==> src/cd_pkg.sv <==
// Shared types and constants for the circular deque.
// Used by every module of the block but cd_ram; has no dependencies of its own.
package cd_pkg;

  typedef enum logic [2:0] {
    CMD_PUSH_FRONT = 3'd0,
    CMD_PUSH_BACK  = 3'd1,
    CMD_POP_FRONT  = 3'd2,
    CMD_POP_BACK   = 3'd3,
    CMD_QUERY      = 3'd4
  } cmd_t;

  typedef enum logic {
    ST_IDLE = 1'b0,
    ST_RESP = 1'b1
  } state_t;

  localparam int unsigned ADDR_W      = 3;
  localparam int unsigned CAP_FIELD_W = 11;
  localparam logic        REG_CAPACITY = 1'b0;

  typedef struct packed {
    logic clear;
    logic single;
  } cfg_evt_t;

endpackage

==> src/cd_core.sv <==
// Command sequencer of the circular deque: ring pointers, fill count, cached
// end words and the result register. Depends on cd_pkg; drives cd_ram.
module cd_core #(
  parameter int unsigned DEPTH      = 1024,
  parameter int unsigned DATA_WIDTH = 16,
  parameter int unsigned PTR_W      = $clog2(DEPTH),
  parameter int unsigned CAP_W      = $clog2(DEPTH + 1)
) (
  input  logic                  clk,
  input  logic                  rst,
  input  logic [CAP_W-1:0]      capacity,
  input  cd_pkg::cfg_evt_t      evt,
  input  logic                  in_valid,
  output logic                  in_stall,
  input  logic [2:0]            cmd,
  input  logic [DATA_WIDTH-1:0] value,
  output logic                  out_valid,
  input  logic                  out_stall,
  output logic                  accepted,
  output logic                  front_valid,
  output logic [DATA_WIDTH-1:0] front_value,
  output logic                  back_valid,
  output logic [DATA_WIDTH-1:0] back_value,
  output logic                  is_empty,
  output logic                  is_full,
  output logic                  mem_we,
  output logic [PTR_W-1:0]      mem_waddr,
  output logic [DATA_WIDTH-1:0] mem_wdata,
  output logic                  mem_re,
  output logic [PTR_W-1:0]      mem_raddr,
  input  logic [DATA_WIDTH-1:0] mem_rdata
);

  localparam int unsigned EXT_W = PTR_W + 1;

  cd_pkg::state_t        state, state_next;
  logic [PTR_W-1:0]      front_ptr, front_ptr_next;
  logic [PTR_W-1:0]      back_ptr, back_ptr_next;
  logic [CAP_W-1:0]      count, count_next;
  logic [DATA_WIDTH-1:0] front_word, front_word_next;
  logic [DATA_WIDTH-1:0] back_word, back_word_next;
  logic                  rd_front, rd_front_next;

  logic                  accept, out_free, load;
  logic                  full, empty, ok;
  logic                  ld_ok;
  logic [CAP_W-1:0]      ld_count;
  logic [DATA_WIDTH-1:0] ld_front, ld_back;
  logic                  empty_link;

  function automatic logic [PTR_W-1:0] step_up(input logic [PTR_W-1:0] p,
                                               input logic [CAP_W-1:0] cap);
    logic [EXT_W-1:0] inc;
    inc = {1'b0, p} + EXT_W'(1);
    return (inc >= EXT_W'(cap)) ? PTR_W'(0) : inc[PTR_W-1:0];
  endfunction

  function automatic logic [PTR_W-1:0] step_down(input logic [PTR_W-1:0] p,
                                                 input logic [CAP_W-1:0] cap);
    logic [CAP_W-1:0] top;
    top = cap - CAP_W'(1);
    return (p == PTR_W'(0)) ? PTR_W'(top) : p - PTR_W'(1);
  endfunction

  assign out_free = !(out_valid && out_stall);
  assign in_stall = (state != cd_pkg::ST_IDLE) || !out_free;
  assign accept   = in_valid && !in_stall;
  assign full     = (count >= capacity);
  assign empty    = (count == CAP_W'(0));
  assign mem_wdata = value;

  always_comb begin
    state_next      = state;
    front_ptr_next  = front_ptr;
    back_ptr_next   = back_ptr;
    count_next      = count;
    front_word_next = front_word;
    back_word_next  = back_word;
    rd_front_next   = rd_front;
    ok              = 1'b0;
    mem_we          = 1'b0;
    mem_waddr       = front_ptr;
    mem_re          = 1'b0;
    mem_raddr       = front_ptr;
    load            = 1'b0;
    ld_ok           = 1'b0;
    ld_count        = count;
    ld_front        = front_word;
    ld_back         = back_word;

    unique case (state)
      cd_pkg::ST_IDLE: begin
        if (accept) begin
          unique case (cd_pkg::cmd_t'(cmd))
            cd_pkg::CMD_PUSH_FRONT: begin
              if (!full) begin
                front_ptr_next  = step_down(front_ptr, capacity);
                mem_we          = 1'b1;
                mem_waddr       = front_ptr_next;
                front_word_next = value;
                if (empty) begin
                  back_word_next = value;
                end
                count_next = count + CAP_W'(1);
                ok         = 1'b1;
              end
            end
            cd_pkg::CMD_PUSH_BACK: begin
              if (!full) begin
                back_ptr_next  = step_up(back_ptr, capacity);
                mem_we         = 1'b1;
                mem_waddr      = back_ptr_next;
                back_word_next = value;
                if (empty) begin
                  front_word_next = value;
                end
                count_next = count + CAP_W'(1);
                ok         = 1'b1;
              end
            end
            cd_pkg::CMD_POP_FRONT: begin
              if (!empty) begin
                front_ptr_next = step_up(front_ptr, capacity);
                count_next     = count - CAP_W'(1);
                ok             = 1'b1;
                if (count_next != CAP_W'(0)) begin
                  mem_re        = 1'b1;
                  mem_raddr     = front_ptr_next;
                  rd_front_next = 1'b1;
                end
              end
            end
            cd_pkg::CMD_POP_BACK: begin
              if (!empty) begin
                back_ptr_next = step_down(back_ptr, capacity);
                count_next    = count - CAP_W'(1);
                ok            = 1'b1;
                if (count_next != CAP_W'(0)) begin
                  mem_re        = 1'b1;
                  mem_raddr     = back_ptr_next;
                  rd_front_next = 1'b0;
                end
              end
            end
            cd_pkg::CMD_QUERY: begin
              ok = 1'b1;
            end
            default: begin
              ok = 1'b0;
            end
          endcase
          if (mem_re) begin
            state_next = cd_pkg::ST_RESP;
          end else begin
            load     = 1'b1;
            ld_ok    = ok;
            ld_count = count_next;
            ld_front = front_word_next;
            ld_back  = back_word_next;
          end
        end
      end
      cd_pkg::ST_RESP: begin
        if (out_free) begin
          state_next = cd_pkg::ST_IDLE;
          load       = 1'b1;
          ld_ok      = 1'b1;
          ld_count   = count;
          if (rd_front) begin
            front_word_next = mem_rdata;
          end else begin
            back_word_next = mem_rdata;
          end
          ld_front = front_word_next;
          ld_back  = back_word_next;
        end
      end
      default: begin
        state_next = cd_pkg::ST_IDLE;
      end
    endcase
  end

  always_ff @(posedge clk) begin
    if (rst) begin
      state     <= cd_pkg::ST_IDLE;
      front_ptr <= PTR_W'(1);
      back_ptr  <= PTR_W'(0);
      count     <= CAP_W'(0);
      out_valid <= 1'b0;
    end else if (evt.clear) begin
      front_ptr <= evt.single ? PTR_W'(0) : PTR_W'(1);
      back_ptr  <= PTR_W'(0);
      count     <= CAP_W'(0);
    end else begin
      state     <= state_next;
      front_ptr <= front_ptr_next;
      back_ptr  <= back_ptr_next;
      count     <= count_next;
      if (out_valid && !out_stall) begin
        out_valid <= 1'b0;
      end
      if (load) begin
        out_valid <= 1'b1;
      end
    end
  end

  always_ff @(posedge clk) begin
    front_word <= front_word_next;
    back_word  <= back_word_next;
    rd_front   <= rd_front_next;
    if (load) begin
      accepted    <= ld_ok;
      front_valid <= (ld_count != CAP_W'(0));
      back_valid  <= (ld_count != CAP_W'(0));
      front_value <= (ld_count != CAP_W'(0)) ? ld_front : '0;
      back_value  <= (ld_count != CAP_W'(0)) ? ld_back : '0;
      is_empty    <= (ld_count == CAP_W'(0));
      is_full     <= (ld_count >= capacity);
    end
  end

  assign empty_link = (step_up(back_ptr, capacity) == front_ptr);

  a_count_in_range: assert property (@(posedge clk) disable iff (rst)
    count <= capacity)
    else $error("fill count above capacity");

  a_resp_blocks_input: assert property (@(posedge clk) disable iff (rst)
    state == cd_pkg::ST_RESP |-> in_stall && !mem_we)
    else $error("input taken or slot written during read response");

  a_empty_pointers: assert property (@(posedge clk) disable iff (rst)
    count == CAP_W'(0) |-> empty_link)
    else $error("empty queue with front not one past back");

  a_read_only_nonempty: assert property (@(posedge clk) disable iff (rst)
    mem_re |=> state == cd_pkg::ST_RESP && count != CAP_W'(0))
    else $error("slot read without a response pending");

endmodule
==> config.mk <==
export PLATFORM = sky130hd
export DESIGN_NAME = cd_core
export DESIGN_NICKNAME = d
export VERILOG_FILES = /design/src/cd_pkg.sv /design/src/cd_core.sv
export SDC_FILE = /design/constraint.sdc
export NUM_CORES = 1
export LEC_CHECK = 0
export BUFFER_PORTS_ARGS = -buffer_cell sky130_fd_sc_hd__buf_2
export CAP_MARGIN = 20
export CORE_MARGIN = 2
export CORE_UTILIZATION = 59
export DETAILED_ROUTE_END_ITERATION = 6
export GPL_ROUTABILITY_DRIVEN = 0
export GPL_TIMING_DRIVEN = 1
export PLACE_DENSITY = 0.83
export SYNTH_ARGS = -nofsm -noshare
export SYNTH_HDL_FRONTEND = slang
export SYNTH_SLANG_ARGS = --single-unit
==> constraint.sdc <==
create_clock -name clk -period 5.6 [get_ports clk]
set_input_delay 1.12 -clock clk [delete_from_list [all_inputs] [get_ports clk]]
set_output_delay 1.12 -clock clk [all_outputs]
set_load 0.01 [all_outputs]
# Word-level counts from Yosys, hierarchy flattened

Index checks and enable logic that the tools add are counted.

Bits in registers: 102
Bits of input ports: 52
Output and inout port bits: 77

Equality and inequality tests: 12
Multiplexer cells: 84
Add/sub/neg operators: 7
Reductions and logical operators: 26
$lt $le $gt $ge: 4
Bitwise logic cells: 2

Operators with widths:

| cell                  | count |
|---|---|
| $mux 16               | 16 |
| $mux 10               | 20 |
| $pmux 16 s2           | 6 |
| $pmux 10 s2           | 4 |
| $ge 11x11->1          | 4 |
| $mux 11               | 4 |
| $pmux 11 s2           | 2 |
| $sub 10x1->10 const B | 3 |
| $mux 1                | 27 |
| $add 10x1->11 const B | 2 |
| $logic_not 11->1      | 2 |
| $reduce_bool 11->1    | 2 |
| $logic_not 10->1      | 2 |
| $ne 2x2->1 const B    | 7 |
| $add 11x1->11 const B | 1 |
| $sub 11x1->11 const B | 1 |
| $pmux 1 s2            | 4 |
| $reduce_bool 2->1     | 4 |
| $reduce_and 7->1      | 1 |
| $eq 3x2->1 const B    | 2 |
| $reduce_or 2->1       | 3 |
| $reduce_and 5->1      | 1 |
| $reduce_and 2->1      | 2 |
| $reduce_and 4->1      | 1 |
| other kinds (10)      | 14 |

# Logic depth before layout (Yosys ltp)

Depth in word-level cells: 12
Mapped depth: 21
Gate-level depth less buffers: 19

# Worst setup path after synthesis

Ideal clock, no wire load.

Path type: input -> register
From: in capacity[5]
To: reg is_full, data pin
Arrival time: 4.511 ns
Cell stages on the path: 18
Required time: 5.339 ns
Slack: 0.828 ns
Path buffers: 0
Cells stage by stage: inv_1 ha_1 nand4_1 o311a_1 o21ai_1 nor2_1 o211ai_1 o311ai_0 ha_1 nor2b_1 o21a_1 o21a_1 o21a_1 o21a_1 o21ai_0 a21boi_0 o21ai_0 a21oi_1

Word-level cells in the longest chain between the ends: 7

RTL lines:

| item                   | line                          | RTL |
|---|---|---|
| start: declaration     | cd_core.sv:11                 | `input logic [CAP_W-1:0] capacity,` |
| $ge 11x11->1           | cd_core.sv:68                 | `assign full = (count >= capacity);` |
| $mux 11                | cd_core.sv:96, cd_core.sv:109 |  |
| $pmux 11 s2            | cd_core.sv:94                 | `unique case (cd_pkg::cmd_t'(cmd))` |
| $mux 11                | cd_core.sv:152                | `if (mem_re) begin` |
| $mux 11                | cd_core.sv:93                 | `if (accept) begin` |
| $pmux 11 s2            | cd_core.sv:91                 | `unique case (state)` |
| $ge 11x11->1 (*)       | cd_core.sv:220                | `is_full <= (ld_count >= capacity);` |
| end signal: assignment | cd_core.sv:220                |  |
| end: declaration       | cd_core.sv:25                 | `output logic is_full,` |

Mark *: on every way between the ends. The rest lies on a longest branch, timed or not.
A chain may end at the register's enable or synchronous reset.

# Worst setup path in the final report

From: in capacity[4]
To: out mem_waddr[4]

Word-level cells in the longest chain between the ends: 6
Elaborated cells on any way between the ends: 10
Classes of those cells: add/sub (1); order compare (2); mux (7)

RTL lines:

| item                                          | line                          | RTL |
|---|---|---|
| $sub 10x1->10 or $ge 11x11->1 (tied branches) | --                            |  |
| $mux 10, on equally long branches             | --                            |  |
| $mux 10, on equally long branches             | cd_core.sv:96, cd_core.sv:109 |  |
| $pmux 10 s2 (*)                               | cd_core.sv:94                 |  |
| $mux 10 (*)                                   | cd_core.sv:93                 |  |
| $mux 10 (*)                                   | cd_core.sv:91                 |  |
| end: declaration                              | cd_core.sv:27                 | `output logic [PTR_W-1:0] mem_waddr,` |

Marked as above.

==> run metrics <==
Synth Warn #=0; die width=128.3 um; dpl cell area=9656 um2; WL/cell=19.70 um; PostCTS Resize Cnt=0; Avg Inst Size Synth=8.307 um2; Synthesized Nets=1,201; max frequency=0.1943 GHz; mux share of post-synthesis cell area=0.08815; failing checks=design-rule violations; most common cell in the netlist=nand2_1; # fillers=1,308; synth top area cells=edfxtp_1 23%, mux2_2 8.2%, dfxtp_1 7.2%, ha_1 7.1%, nand2_1 5.4%; final std cells w/o fill=1,351; final setup skew=16.77 ps; Post-synth ARST share=0; Worst Reg-to-Reg Cells=17; NumNets Final=1,262; synth cell count leaders=131 x nand2_1, 93 x o21ai_0, 69 x a21oi_1, 69 x edfxtp_1, 66 x mux2_2; Synth Flop Type=edfxtp_1; R2R Path Start=count[6]; die area=16,450 um2; area delta synth->final=9.158%; VDD IR-drop max=0.0001478 V; Synth Area in Compound Gates=0.2548; Synth cell types=78; largest family of logic cells by synthesized area=compound AO/OA/AOI/OAI gates; post-synth top area cell=edfxtp_1; initial antenna violation count=0; end point of the critical path=mem_waddr[4]; Worst-path clk slew=70 ps; Tmin final=5146 ps; Max Cap Viol=0; postcts setup bufs=0; Worst Path Max Fanout=6; hold_ws=557.5 ps; leakage=4.074 nW; run status=complete, but fails checks; Crit Path Category=input port to primary output; Sum Neg Setup Slack=0 ps; DRC viols=2; HP Class=register to register; CP Data Required Time=4480 ps; flops & latches, synth=102; layout cells sized above 1=0.2236; H-tree depth=3; Die Y=128.3 um; crit path capture type=primary output; post-layout util=0.6568; worst slew pin tran=1066 ps; Hold Path Depth=2; Reg-to-Reg End=is_full; fin crit share=0.9190; first-pass GRT wire length=41.48 mm; final wirelength=26.62 mm; # setup viols final=0; hold path startpoint=out_valid; GR Util All Layers=0.3191; setup repair after global routing missed its margin=no; Power Density=216.2 nW/um2; IO Port Bufs=128; Vias per Instance=6.576; startpoint types=input port; DR pass1 iterations=7; CTS Buf Count=9; XOR/XNOR Fraction of Synth Area=0.03268; maximum number of pins on one net before global-route repair=100; CTS tree=built; clk_lat worst skew=370 ps; io pins=129; CTS Root Buffer Type=clkbuf_16; Initial Utilization=0.6017; GR Overflow Total=0; vias in the first global route=8,023; post-synthesis simple-gate area fraction=0.1863; WP data arrival=4030 ps; register area share after synthesis=0.2999; placed cells=1,335; Final Hold Viols=0; Syn Inst Count=1,097; clk buf depth=2; CTS Sinks=102; routed via count=8,884; critical path startpoint=capacity[4]; core area=15,150 um2; Starting DRT DRC Count=1,156; pins over their slew limit=0; num rows=45; worst-case headroom to the max-slew limit=0.2840; Routed Antenna Nets=0; detailed placement HPWL=18.99 mm; post-synth top area share=0.2274; Mapped Area=9112 um2; post-synthesis adder-cell area fraction=0.07140; number of hold buffers added after CTS=0; flop-to-flop setup slack=970 ps; Post-synth EDFFs=69; # diodes=0; design area=9947 um2
-- worst min-delay path by stage --
stage / to / slack [ps]
floorplan: out_valid / 530
global placement: out_valid / 520
detailed placement: out_valid / 550
CTS: out_valid / 550
global route: out_valid / 600
finish: out_valid / 560
-- cell families after synthesis --
kind of cell	Yosys count
DFF	102
AOI/OAI and AO/OA	347
xor gates and xnor gates	34
buffers and inverters	135
muxes	72
adders and majority gates	52
and+or+nand+nor	355
-- per-stage QoR --
step	power, mW	setup WS [ps]
final	2.151	453.8
after detailed placement	1.530	313.5
after global placement	1.514	501.8
after global routing	2.240	345.8
after CTS	2.144	591.3
after floorplan	1.361	828.0
-- cell usage in the layout, fill, tap and decap left out, drive strengths merged, types with 8 or more instances in the layout --
master / netlist / layout
a211oi: 8 / 8
a21o: 12 / 12
a21oi: 84 / 84
a22o: 10 / 10
a31oi: 16 / 16
and3: 12 / 12
buf: 34 / 143
clkbuf: 59 / 9
dfxtp: 33 / 33
edfxtp: 69 / 69
ha: 52 / 52
inv: 40 / 43
mux2: 66 / 66
nand2: 131 / 131
nand2b: 16 / 16
nand3: 58 / 58
nor2: 59 / 59
nor3: 27 / 27
o211ai: 13 / 13
o21a: 41 / 41
o21ai: 97 / 97
o22ai: 9 / 9
or3: 16 / 16
xnor2: 26 / 26
xor2: 8 / 8
-- state kept, by name, summed over array words and instances, names as in the netlist --
name and flops:
is_full 1, back_ptr 10, back_word 16, accepted 1, count 11, front_value 16, front_ptr 10, front_word 16
back_valid 1, is_empty 1, rd_front 1, out_valid 1, state 1, back_value 16
-- worst max-delay path, cell delays in order --
cell and delay, ps:
buf_2 110, inv_1 210, ha_1 300, a211o_1 280, o211ai_2 120, o311ai_4 190
a21oi_1 630, nand2_1 180, or3_1 360, mux2i_1 220, o221ai_1 130, buf_2 170
-- area by class of cell --
type,instances,area [um2],share of cell area
well taps,188,235.2,0.02365
multi-input cells,860,5776,0.5806
clock inverters,7,66.31,0.006667
flip-flops and latches,102,2734,0.2748
clock buffers,9,225.2,0.02264
inverters,42,157.7,0.01585
repair buffers,143,753.2,0.07572
-- per-layer routing --
layer,track usage,vias to the layer above,share of wire
met2,0.4953,582,0.44
met1,0.4221,4043,0.40
met3,0.08681,105,0.11
met5,0,-,0
met4,0.1293,0,0.037
li1,-,4154,-
-- where the power goes --
group / internal, mW / switching, mW
combinational: 0.237 / 0.353
clock: 0.312 / 0.312
sequential: 0.899 / 0.0377
Note: power is estimated with default switching activity, not from simulation.
