### src/cd_pkg.sv
// Shared types and constants for the circular deque.
// Used by every module of the block but cd_ram; has no dependencies of its own.
package cd_pkg;

  typedef enum logic [2:0] {
    CMD_PUSH_FRONT = 3'd0,
    CMD_PUSH_BACK  = 3'd1,
    CMD_POP_FRONT  = 3'd2,
    CMD_POP_BACK   = 3'd3,
    CMD_QUERY      = 3'd4
  } cmd_t;

  typedef enum logic {
    ST_IDLE = 1'b0,
    ST_RESP = 1'b1
  } state_t;

  localparam int unsigned ADDR_W      = 3;
  localparam int unsigned CAP_FIELD_W = 11;
  localparam logic        REG_CAPACITY = 1'b0;

  typedef struct packed {
    logic clear;
    logic single;
  } cfg_evt_t;

endpackage

### src/cd_cfg.sv
// APB-style register port holding the capacity of the circular deque.
// Depends on cd_pkg for the register index and the clear event struct.
module cd_cfg #(
  parameter int unsigned DEPTH = 1024,
  parameter int unsigned CAP_W = $clog2(DEPTH + 1)
) (
  input  logic                      clk,
  input  logic                      rst,
  input  logic                      psel,
  input  logic                      penable,
  input  logic                      pwrite,
  input  logic [cd_pkg::ADDR_W-1:0] paddr,
  input  logic [31:0]               pwdata,
  output logic [31:0]               prdata,
  output logic                      pready,
  output logic [CAP_W-1:0]          capacity,
  output cd_pkg::cfg_evt_t          evt
);

  logic                               wr_cap;
  logic [cd_pkg::CAP_FIELD_W-1:0]     raw;
  logic [31:0]                        raw32;
  logic [CAP_W-1:0]                   cap_next;

  assign pready = 1'b1;
  assign wr_cap = psel && penable && pwrite && pready && (paddr[2] == cd_pkg::REG_CAPACITY);
  assign raw    = pwdata[cd_pkg::CAP_FIELD_W-1:0];
  assign raw32  = 32'(raw);

  always_comb begin
    priority if (raw32 == 32'd0) begin
      cap_next = CAP_W'(1);
    end else if (raw32 > 32'(DEPTH)) begin
      cap_next = CAP_W'(DEPTH);
    end else begin
      cap_next = CAP_W'(raw32);
    end
  end

  assign evt.clear  = wr_cap;
  assign evt.single = (cap_next == CAP_W'(1));

  always_ff @(posedge clk) begin
    if (rst) begin
      capacity <= CAP_W'(DEPTH);
    end else if (wr_cap) begin
      capacity <= cap_next;
    end
  end

  assign prdata = (paddr[2] == cd_pkg::REG_CAPACITY) ? 32'(capacity) : 32'd0;

endmodule

### config.mk
export PLATFORM = sky130hd
export DESIGN_NAME = cd_cfg
export DESIGN_NICKNAME = d
export VERILOG_FILES = /design/src/cd_pkg.sv /design/src/cd_cfg.sv
export SDC_FILE = /design/constraint.sdc
export NUM_CORES = 1
export LEC_CHECK = 0
export ABC_AREA = 1
export BUFFER_PORTS_ARGS = -buffer_cell sky130_fd_sc_hd__buf_4
export CAP_MARGIN = 40
export CORE_MARGIN = 2
export CORE_UTILIZATION = 30
export CTS_BUF_LIST = sky130_fd_sc_hd__clkbuf_4
export CTS_CLUSTER_SIZE = 40
export DETAILED_ROUTE_END_ITERATION = 10
export PLACE_DENSITY_LB_ADDON = 0.15
export SLEW_MARGIN = 20
export SYNTH_ARGS = -nofsm -noshare
export SYNTH_HDL_FRONTEND = slang
export SYNTH_SLANG_ARGS = --single-unit
### constraint.sdc
create_clock -name clk -period 0.9 [get_ports clk]
set_input_delay 0.135 -clock clk [delete_from_list [all_inputs] [get_ports clk]]
set_output_delay 0.135 -clock clk [all_outputs]
set_load 0.01 [all_outputs]
---- Word-level counts from Yosys, hierarchy flattened ----
Index checks and enable logic that the tools add are counted.
storage, ports and cells
  bits in registers ....................... 11
  bits of input ports ..................... 40
  output and inout bits ................... 46
  logic and storage cells ................. 11
operators by class
  $lt $le $gt $ge ......................... 1
  eq/ne operators ......................... 1
  mux-type cells .......................... 3
  bitwise logic cells ..................... 1
  reduce and logical (&&, ||, !) cells .... 4
operators by type and width
  kind                  count
  $mux 11               3
  $logic_not 32->1      1
  $eq 11x1->1 const B   1
  $gt 11x11->1 const B  1
  $logic_and 1x1->1     3
  $not 1->1             1

---- Longest topological paths before layout ----
Gate-level depths: netlist of the first run.
  depth in word-level cells ............... 4
  gate-level depth with buffers ........... 8
  gate-level depth less buffers ........... 8

---- Worst setup path before layout of the first run ----
Ideal clock, no wire load.
  path type ............................... input to output
  start ................................... input pwdata[0]
  end ..................................... output evt[0] in the netlist's numbering
  data arrival time ....................... 0.773 ns
  data required time ...................... 0.765 ns
  setup slack ............................. -0.008 ns
  cell stages on the path ................. 7
  path buffers ............................ 0
  path through ............................ nor2_1 -> nand2_1 -> nor2_1 -> nand2_1 -> a21oi_1 -> nand2_1 -> nor2_1
RTL lines
  what             RTL line      RTL
  start, declared  cd_cfg.sv:13  input logic [31:0] pwdata,
  end, declared    cd_cfg.sv:17  output cd_pkg::cfg_evt_t evt

==> results of run 1 <==
## power groups by stage
stage	Clock [mW]	Combinational, mW	Sequential (mW)
after detailed placement	0	0.297	0.521
after global placement	0	0.294	0.521
after floorplan	0	0.196	0.526
after CTS	0.372	0.324	0.512
after global routing	0.397	0.381	0.515
final	0.361	0.348	0.514
## final timing paths
kind               startpoint           to  slack [ns]  cells past startpoint
hold / removal            rst  capacity[2]        0.05                      2
hold reg to reg   capacity[2]  capacity[2]        0.49                      2
setup reg to reg  capacity[6]  capacity[6]        0.13                      3
setup / recovery    pwdata[4]       evt[0]       -0.24                     10
## placed cells by master (no fill, tap or decap)
master / count
sky130_fd_sc_hd__o21ai_0: 6
sky130_fd_sc_hd__dfxtp_2: 11
sky130_fd_sc_hd__a21oi_1: 7
sky130_fd_sc_hd__clkbuf_4: 4
sky130_fd_sc_hd__conb_1: 22
sky130_fd_sc_hd__nor3_1: 1
sky130_fd_sc_hd__inv_1: 7
sky130_fd_sc_hd__nor2_1: 12
sky130_fd_sc_hd__o21ai_1: 3
sky130_fd_sc_hd__buf_6: 11
sky130_fd_sc_hd__inv_2: 9
sky130_fd_sc_hd__nand2_4: 1
sky130_fd_sc_hd__nor2_4: 3
sky130_fd_sc_hd__a22oi_1: 2
sky130_fd_sc_hd__nor2_2: 9
sky130_fd_sc_hd__nand2_1: 15
sky130_fd_sc_hd__buf_4: 48
sky130_fd_sc_hd__nor3_2: 1
sky130_fd_sc_hd__nand3_2: 1
sky130_fd_sc_hd__o21ai_2: 1
sky130_fd_sc_hd__nand2_2: 3
sky130_fd_sc_hd__buf_8: 1
sky130_fd_sc_hd__clkinv_4: 1
sky130_fd_sc_hd__a21oi_2: 2
sky130_fd_sc_hd__nand3b_1: 1
## cells by family after synthesis
kind of cell           Yosys count  share of synthesized area
AO/OA/AOI/OAI                   21                      0.146
other                            2                    0.00933
AND/OR/NAND/NOR                 47                      0.257
buffers and inverters           42                      0.314
flip-flops                      11                      0.274
## critical path, stage by stage
cell and delay (ns):
sky130_fd_sc_hd__buf_8 0.10, sky130_fd_sc_hd__nor2_4 0.11, sky130_fd_sc_hd__nand2_1 0.06, sky130_fd_sc_hd__nor2_1 0.09, sky130_fd_sc_hd__nand2_1 0.09, sky130_fd_sc_hd__nand2_4 0.10
sky130_fd_sc_hd__o21ai_1 0.07, sky130_fd_sc_hd__nand2_1 0.08, sky130_fd_sc_hd__nor2_2 0.04, sky130_fd_sc_hd__buf_4 0.13
## layer usage
metal / vias to the layer above / GRT usage
met5: - / 0
met4: 0 / 0.0627
met3: 2 / 0.0140
met2: 36 / 0.221
met1: 384 / 0.141
li1: 450 / -
## layout make-up
| cell class | count | area [µm²] | area share |
|---|---|---|---|
| sequential | 11 | 234 | 0.176 |
| multi-input combinational | 90 | 458 | 0.345 |
| timing repair buffer | 60 | 499 | 0.376 |
| clock buffer | 4 | 30.0 | 0.0226 |
| inverter | 17 | 68.8 | 0.0518 |
| tap | 30 | 37.5 | 0.0283 |
## stage by stage
step                      hold slack (ns)  area, µm²  setup WS, ns  total power [mW]  utilization
after floorplan                     0.204        882        0.0148             0.722            -
after global placement              0.325       1150        -0.263             0.814        0.461
after detailed placement            0.333       1150        -0.300             0.818        0.461
after CTS                          0.0410       1290        -0.270              1.21        0.516
after global routing               0.0384       1330        -0.334              1.29        0.531
final                              0.0511       1330        -0.235              1.22        0.531
## repair_timing
action	CTS	global route
resized for setup	25	26
setup endpoints to repair	15	13
hold buffers	0	0
buffers inserted	5	2
pin swaps	9	16
==> impl_metrics.xml, run 1 <==
<?xml version="1.0" encoding="UTF-8"?>
<metrics>
  <group name="routing">
    <metric name="wl_met2" unit="µm">1010</metric>
    <metric name="routed-via-count" unit="">872</metric>
    <metric name="antenna_violating_nets_post_route" unit="">0</metric>
    <metric name="finalWirelength" unit="µm">1930</metric>
    <metric name="detail_route.drc_violations" unit="">0</metric>
    <metric name="avgViaCountPerCell" unit="">4.11</metric>
    <metric name="routed_length_per_instance" unit="µm">9.12</metric>
    <metric name="drt-pass1-iter-count" unit="">4</metric>
    <metric name="highest_layer" unit="">met4</metric>
    <metric name="drt_iter0_drc" unit="">15</metric>
    <metric name="met3WireLength" unit="µm">115</metric>
    <metric name="met1_wirelength" unit="µm">782</metric>
  </group>
  <group name="floorplan">
    <metric name="dieHeight" unit="µm">55.8</metric>
    <metric name="floorplan.core_area" unit="µm²">2500</metric>
    <metric name="initial_utilization" unit="">0.322</metric>
    <metric name="num_rows" unit="">18</metric>
    <metric name="dieWidth" unit="µm">55.8</metric>
    <metric name="die_area" unit="µm²">3110</metric>
    <metric name="top_level_ports" unit="">86</metric>
  </group>
  <group name="synthesis">
    <metric name="synthesis.area" unit="µm²">805</metric>
    <metric name="synth-edff-count" unit="">0</metric>
    <metric name="synth_top_cells_by_count" unit="">sky130_fd_sc_hd__buf_4 (23), sky130_fd_sc_hd__nor2_1 (21), sky130_fd_sc_hd__nand2_1 (17), sky130_fd_sc_hd__inv_1 (16), sky130_fd_sc_hd__dfxtp_1 (11)</metric>
    <metric name="synth.distinct_cells" unit="">21</metric>
    <metric name="avgSynthCellArea" unit="µm²">6.54</metric>
    <metric name="synth_seq_area_share" unit="">0.274</metric>
    <metric name="yosys_most_used_dff" unit="">sky130_fd_sc_hd__dfxtp_1</metric>
    <metric name="async_flop_share" unit="">0</metric>
    <metric name="netlist_top_cells_area" unit="">sky130_fd_sc_hd__dfxtp_1 (27%), sky130_fd_sc_hd__buf_4 (21%), sky130_fd_sc_hd__nor2_1 (9.8%)</metric>
    <metric name="most_numerous_cell_in_the_yosys_netlist" unit="">sky130_fd_sc_hd__buf_4</metric>
    <metric name="yosys_warnings" unit="">0</metric>
    <metric name="syn-instance-count" unit="">123</metric>
    <metric name="synth_top_cell_area_share" unit="">0.274</metric>
    <metric name="flops_latches_synth" unit="">11</metric>
    <metric name="synth_largest_area_cell" unit="">sky130_fd_sc_hd__dfxtp_1</metric>
  </group>
  <group name="clock_tree">
    <metric name="cts.htree.levels" unit="">1</metric>
    <metric name="clockBufferDepth" unit="">2</metric>
    <metric name="insertion_delay" unit="ns">0.26</metric>
    <metric name="tritoncts" unit="">yes</metric>
    <metric name="path_clk_slew" unit="ns">0.07</metric>
    <metric name="number_of_clock_sinks" unit="">11</metric>
    <metric name="cts-buffers-inserted" unit="">3</metric>
    <metric name="cts-root-buf" unit="">sky130_fd_sc_hd__clkbuf_4</metric>
  </group>
  <group name="layout">
    <metric name="largest-register" unit="">capacity</metric>
    <metric name="post_route_cells_drive_above_1_share" unit="">0.582</metric>
    <metric name="largestRegisters" unit="">capacity: 11 flops</metric>
    <metric name="nets" unit="">223</metric>
    <metric name="num_antenna_cells" unit="">0</metric>
    <metric name="synthToLayoutAreaGrowth" unit="%">65.0</metric>
    <metric name="cell_count_final_fillers_out" unit="">212</metric>
    <metric name="fillCellCount" unit="">246</metric>
    <metric name="largest_register_ffs" unit="">11</metric>
  </group>
  <group name="power_and_ir_drop">
    <metric name="intPower" unit="mW">0.876</metric>
    <metric name="pwr-share-clk" unit="">0.295</metric>
    <metric name="vdd_ir_drop_max" unit="mV">0.625</metric>
    <metric name="comb_power_share" unit="">0.285</metric>
    <metric name="p_leak" unit="nW">0.662</metric>
    <metric name="p_seq_frac" unit="">0.420</metric>
    <metric name="power_switching_share" unit="">0.283</metric>
    <metric name="switching_pwr" unit="mW">0.346</metric>
    <metric name="power_density_over_the_cells" unit="nW/µm²">921</metric>
  </group>
  <group name="grt">
    <metric name="grt_pass1_wl" unit="µm">3110</metric>
    <metric name="grt_antenna_before_repair" unit="">0</metric>
    <metric name="grt_usage" unit="">0.123</metric>
    <metric name="congestion_overflow_gr" unit="">0</metric>
    <metric name="largest_net_degree_at_the_start_of_global_routing" unit="">15</metric>
    <metric name="via_count_of_the_first_global_routing_pass" unit="">747</metric>
  </group>
  <group name="sta">
    <metric name="report.final.slew_viol_count" unit="">0</metric>
    <metric name="rsz0062_at_grt" unit="">true</metric>
    <metric name="skew" unit="ns">0</metric>
    <metric name="worst_slack" unit="ns">-0.235</metric>
    <metric name="totalNegativeSetupSlack" unit="ns">-1.15</metric>
    <metric name="fmax" unit="MHz">881</metric>
    <metric name="final_hold_viol_count" unit="">0</metric>
    <metric name="report.final.setup_viol" unit="">14</metric>
    <metric name="timing.final.crit_share" unit="">1.26</metric>
    <metric name="final_worst_path_period_need" unit="ns">1.14</metric>
  </group>
  <group name="critical_path">
    <metric name="worst-endpoint-required" unit="ns">0.76</metric>
    <metric name="worst-setup-path-type" unit="">in2out</metric>
    <metric name="worstSetupStartpointType" unit="">primary input</metric>
    <metric name="worstPathArrival" unit="ns">1.00</metric>
    <metric name="setup.worst_path.end_class" unit="">primary output</metric>
    <metric name="crit_fanout" unit="">5</metric>
  </group>
  <group name="run_status">
    <metric name="run_status" unit="">finished with violations</metric>
    <metric name="violated_checks" unit="">negative setup slack</metric>
  </group>
  <group name="placed_design">
    <metric name="dp_cells" unit="">204</metric>
    <metric name="port_buffers" unit="">40</metric>
    <metric name="hpwlAfterDp" unit="µm">1500</metric>
    <metric name="gp_congestion" unit="">0.711</metric>
  </group>
  <group name="hold_path">
    <metric name="hold_path_class" unit="">in2reg</metric>
  </group>
  <group name="run">
    <metric name="drv.max_cap_violation_count" unit="">0</metric>
  </group>
</metrics>
Power figures use the tool's default switching activity.
==> run 2: changes to the inputs <==
GPL_TIMING_DRIVEN = 0   (was unset)
==> impl_metrics.xml, run 2 (synthesis results as in run 1) <==
<?xml version="1.0" encoding="UTF-8"?>
<metrics>
  <group name="run_status">
    <metric name="run_status" unit="">finished with violations</metric>
    <metric name="violated_checks" unit="">negative setup slack</metric>
  </group>
  <group name="placed_design">
    <metric name="post_dp_cell_area" unit="µm²">1220</metric>
    <metric name="hpwlAfterDp" unit="µm">1600</metric>
    <metric name="port_buffers" unit="">40</metric>
    <metric name="gp_congestion" unit="">0.716</metric>
    <metric name="dp_cells" unit="">213</metric>
  </group>
  <group name="clock_tree">
    <metric name="path_clk_slew" unit="ns">0.07</metric>
    <metric name="number_of_clock_sinks" unit="">11</metric>
    <metric name="cts-root-buf" unit="">sky130_fd_sc_hd__clkbuf_4</metric>
    <metric name="insertion_delay" unit="ns">0.26</metric>
    <metric name="tritoncts" unit="">yes</metric>
    <metric name="cts.htree.levels" unit="">1</metric>
    <metric name="cts-buffers-inserted" unit="">3</metric>
    <metric name="clockBufferDepth" unit="">2</metric>
  </group>
  <group name="layout">
    <metric name="largestRegisters" unit="">capacity: 11 flops</metric>
    <metric name="mostFrequentLayoutCell" unit="">sky130_fd_sc_hd__buf_4</metric>
    <metric name="cell_count_final_fillers_out" unit="">228</metric>
    <metric name="nets" unit="">239</metric>
    <metric name="largest-register" unit="">capacity</metric>
    <metric name="num_antenna_cells" unit="">0</metric>
    <metric name="layout.cells.most_common_list" unit="">sky130_fd_sc_hd__buf_4 (63), sky130_fd_sc_hd__conb_1 (22), sky130_fd_sc_hd__nand2_1 (15)</metric>
    <metric name="synthToLayoutAreaGrowth" unit="%">82.9</metric>
    <metric name="fillCellCount" unit="">245</metric>
    <metric name="post_route_cells_drive_above_1_share" unit="">0.621</metric>
    <metric name="largest_register_ffs" unit="">11</metric>
    <metric name="postLayoutCellArea" unit="µm²">1470</metric>
  </group>
  <group name="floorplan">
    <metric name="floorplan.core_area" unit="µm²">2500</metric>
    <metric name="num_rows" unit="">18</metric>
    <metric name="initial_utilization" unit="">0.322</metric>
    <metric name="die_area" unit="µm²">3110</metric>
    <metric name="dieWidth" unit="µm">55.8</metric>
    <metric name="top_level_ports" unit="">86</metric>
    <metric name="dieHeight" unit="µm">55.8</metric>
  </group>
  <group name="critical_path">
    <metric name="worstSetupStartpointType" unit="">primary input</metric>
    <metric name="crit_fanout" unit="">5</metric>
    <metric name="r2r.worst_path.cells" unit="">3</metric>
    <metric name="timing.rr.end" unit="">capacity[1]</metric>
    <metric name="worst-endpoint-required" unit="ns">0.76</metric>
    <metric name="regToRegSetupSlack" unit="ns">0.17</metric>
    <metric name="worst-setup-path-type" unit="">in2out</metric>
    <metric name="setup.worst_path.end_class" unit="">primary output</metric>
    <metric name="worstPathArrival" unit="ns">1.00</metric>
    <metric name="rr_startpoint" unit="">capacity[1]</metric>
    <metric name="crit_start" unit="">pwdata[7]</metric>
  </group>
  <group name="sta">
    <metric name="final_hold_viol_count" unit="">0</metric>
    <metric name="worst_slack" unit="ns">-0.238</metric>
    <metric name="skew" unit="ns">0</metric>
    <metric name="report.final.setup_viol" unit="">16</metric>
    <metric name="timing.final.crit_share" unit="">1.26</metric>
    <metric name="final_worst_path_period_need" unit="ns">1.14</metric>
    <metric name="rsz0062_at_grt" unit="">true</metric>
    <metric name="worst_hold_slack" unit="ns">0.0520</metric>
    <metric name="report.final.slew_viol_count" unit="">0</metric>
    <metric name="fmax" unit="MHz">879</metric>
  </group>
  <group name="hold_path">
    <metric name="min_path_cells" unit="">2</metric>
    <metric name="worst_hold_endpoint" unit="">capacity[2]</metric>
    <metric name="hold_path_class" unit="">in2reg</metric>
    <metric name="hold_path.startpoint" unit="">rst</metric>
  </group>
  <group name="grt">
    <metric name="use_met2" unit="">0.245</metric>
    <metric name="via_count_of_the_first_global_routing_pass" unit="">741</metric>
    <metric name="largest_net_degree_at_the_start_of_global_routing" unit="">16</metric>
    <metric name="met1_usage" unit="">0.129</metric>
    <metric name="grt_usage" unit="">0.126</metric>
    <metric name="grt_antenna_before_repair" unit="">0</metric>
    <metric name="grt_pass1_wl" unit="µm">3140</metric>
    <metric name="congestion_overflow_gr" unit="">0</metric>
    <metric name="globalRouteMet3Util" unit="">0.0163</metric>
    <metric name="globalRoute.busiestLayer" unit="">met2</metric>
  </group>
  <group name="power_and_ir_drop">
    <metric name="vdd_ir_drop_max" unit="mV">0.625</metric>
    <metric name="p_leak" unit="nW">0.754</metric>
    <metric name="power_density_over_the_cells" unit="nW/µm²">871</metric>
  </group>
  <group name="routing">
    <metric name="antenna_violating_nets_post_route" unit="">0</metric>
    <metric name="routed-via-count" unit="">921</metric>
    <metric name="finalWirelength" unit="µm">2080</metric>
    <metric name="drt-pass1-iter-count" unit="">2</metric>
    <metric name="avgViaCountPerCell" unit="">4.04</metric>
    <metric name="routed_length_per_instance" unit="µm">9.13</metric>
    <metric name="drt_iter0_drc" unit="">9</metric>
    <metric name="detail_route.drc_violations" unit="">0</metric>
  </group>
  <group name="run">
    <metric name="drv.max_cap_violation_count" unit="">0</metric>
  </group>
</metrics>
-- run 2: area by class of cell --
type | instances | area (µm²) | area share
inverters | 17 | 76.3 | 0.0519
well taps | 30 | 37.5 | 0.0255
flip-flops and latches | 11 | 234 | 0.159
multi-input cells | 90 | 477 | 0.324
plain buffers | 24 | 178 | 0.121
repair buffers | 52 | 439 | 0.298
clock buffers | 4 | 30.0 | 0.0204
-- run 2: how the worst max path moves through the flow --
stage,endpoint
CTS,evt[0]
finish,evt[0]
floorplan,evt[0]
global route,evt[0]
detailed placement,evt[0]
global placement,evt[0]
-- run 2: worst max-delay path, cell delays in order --
cell and delay, ns:
sky130_fd_sc_hd__buf_8 0.10, sky130_fd_sc_hd__nor2_4 0.10, sky130_fd_sc_hd__nand2_1 0.06, sky130_fd_sc_hd__nor2_1 0.11, sky130_fd_sc_hd__nand2_1 0.10, sky130_fd_sc_hd__nand2_4 0.09, sky130_fd_sc_hd__nand2_2 0.06, sky130_fd_sc_hd__nand2_1 0.08
sky130_fd_sc_hd__nor2_2 0.03, sky130_fd_sc_hd__buf_4 0.13
-- run 2: stage by stage --
step | setup slack [ns] | utilization | TNS, ns | power, mW
after floorplan | 0.0148 | - | 0 | 0.722
after CTS | -0.234 | 0.555 | -1.18 | 1.26
after detailed placement | -0.344 | 0.488 | -2.79 | 0.850
final | -0.238 | 0.589 | -1.24 | 1.28
after global routing | -0.304 | 0.589 | -2.08 | 1.35
after global placement | -0.278 | 0.488 | -1.94 | 0.845
-- run 2: per-layer routing --
metal  wire (µm)  share of wire  vias to the layer above
li1            -              -                      484
met1         789           0.38                      401
met2        1120           0.54                       34
met3         143          0.069                        2
met4          30          0.014                        0
met5           0              0                        -
-- run 2: repair_timing --
| action | CTS | global route |
|---|---|---|
| hold buffers | 0 | 0 |
| buffers inserted | 8 | 4 |
| endpoints found under the hold margin | 0 | 0 |
| pin swaps | 13 | 9 |
| endpoints found under the setup margin | 16 | 15 |
| resized for setup | 33 | 24 |
-- run 2: where the power goes --
part | switching, mW | internal [mW] | total, mW
clock network | 0.160 | 0.201 | 0.361
logic | 0.193 | 0.213 | 0.406
registers | 0.0116 | 0.502 | 0.514
total | 0.365 | 0.917 | 1.28
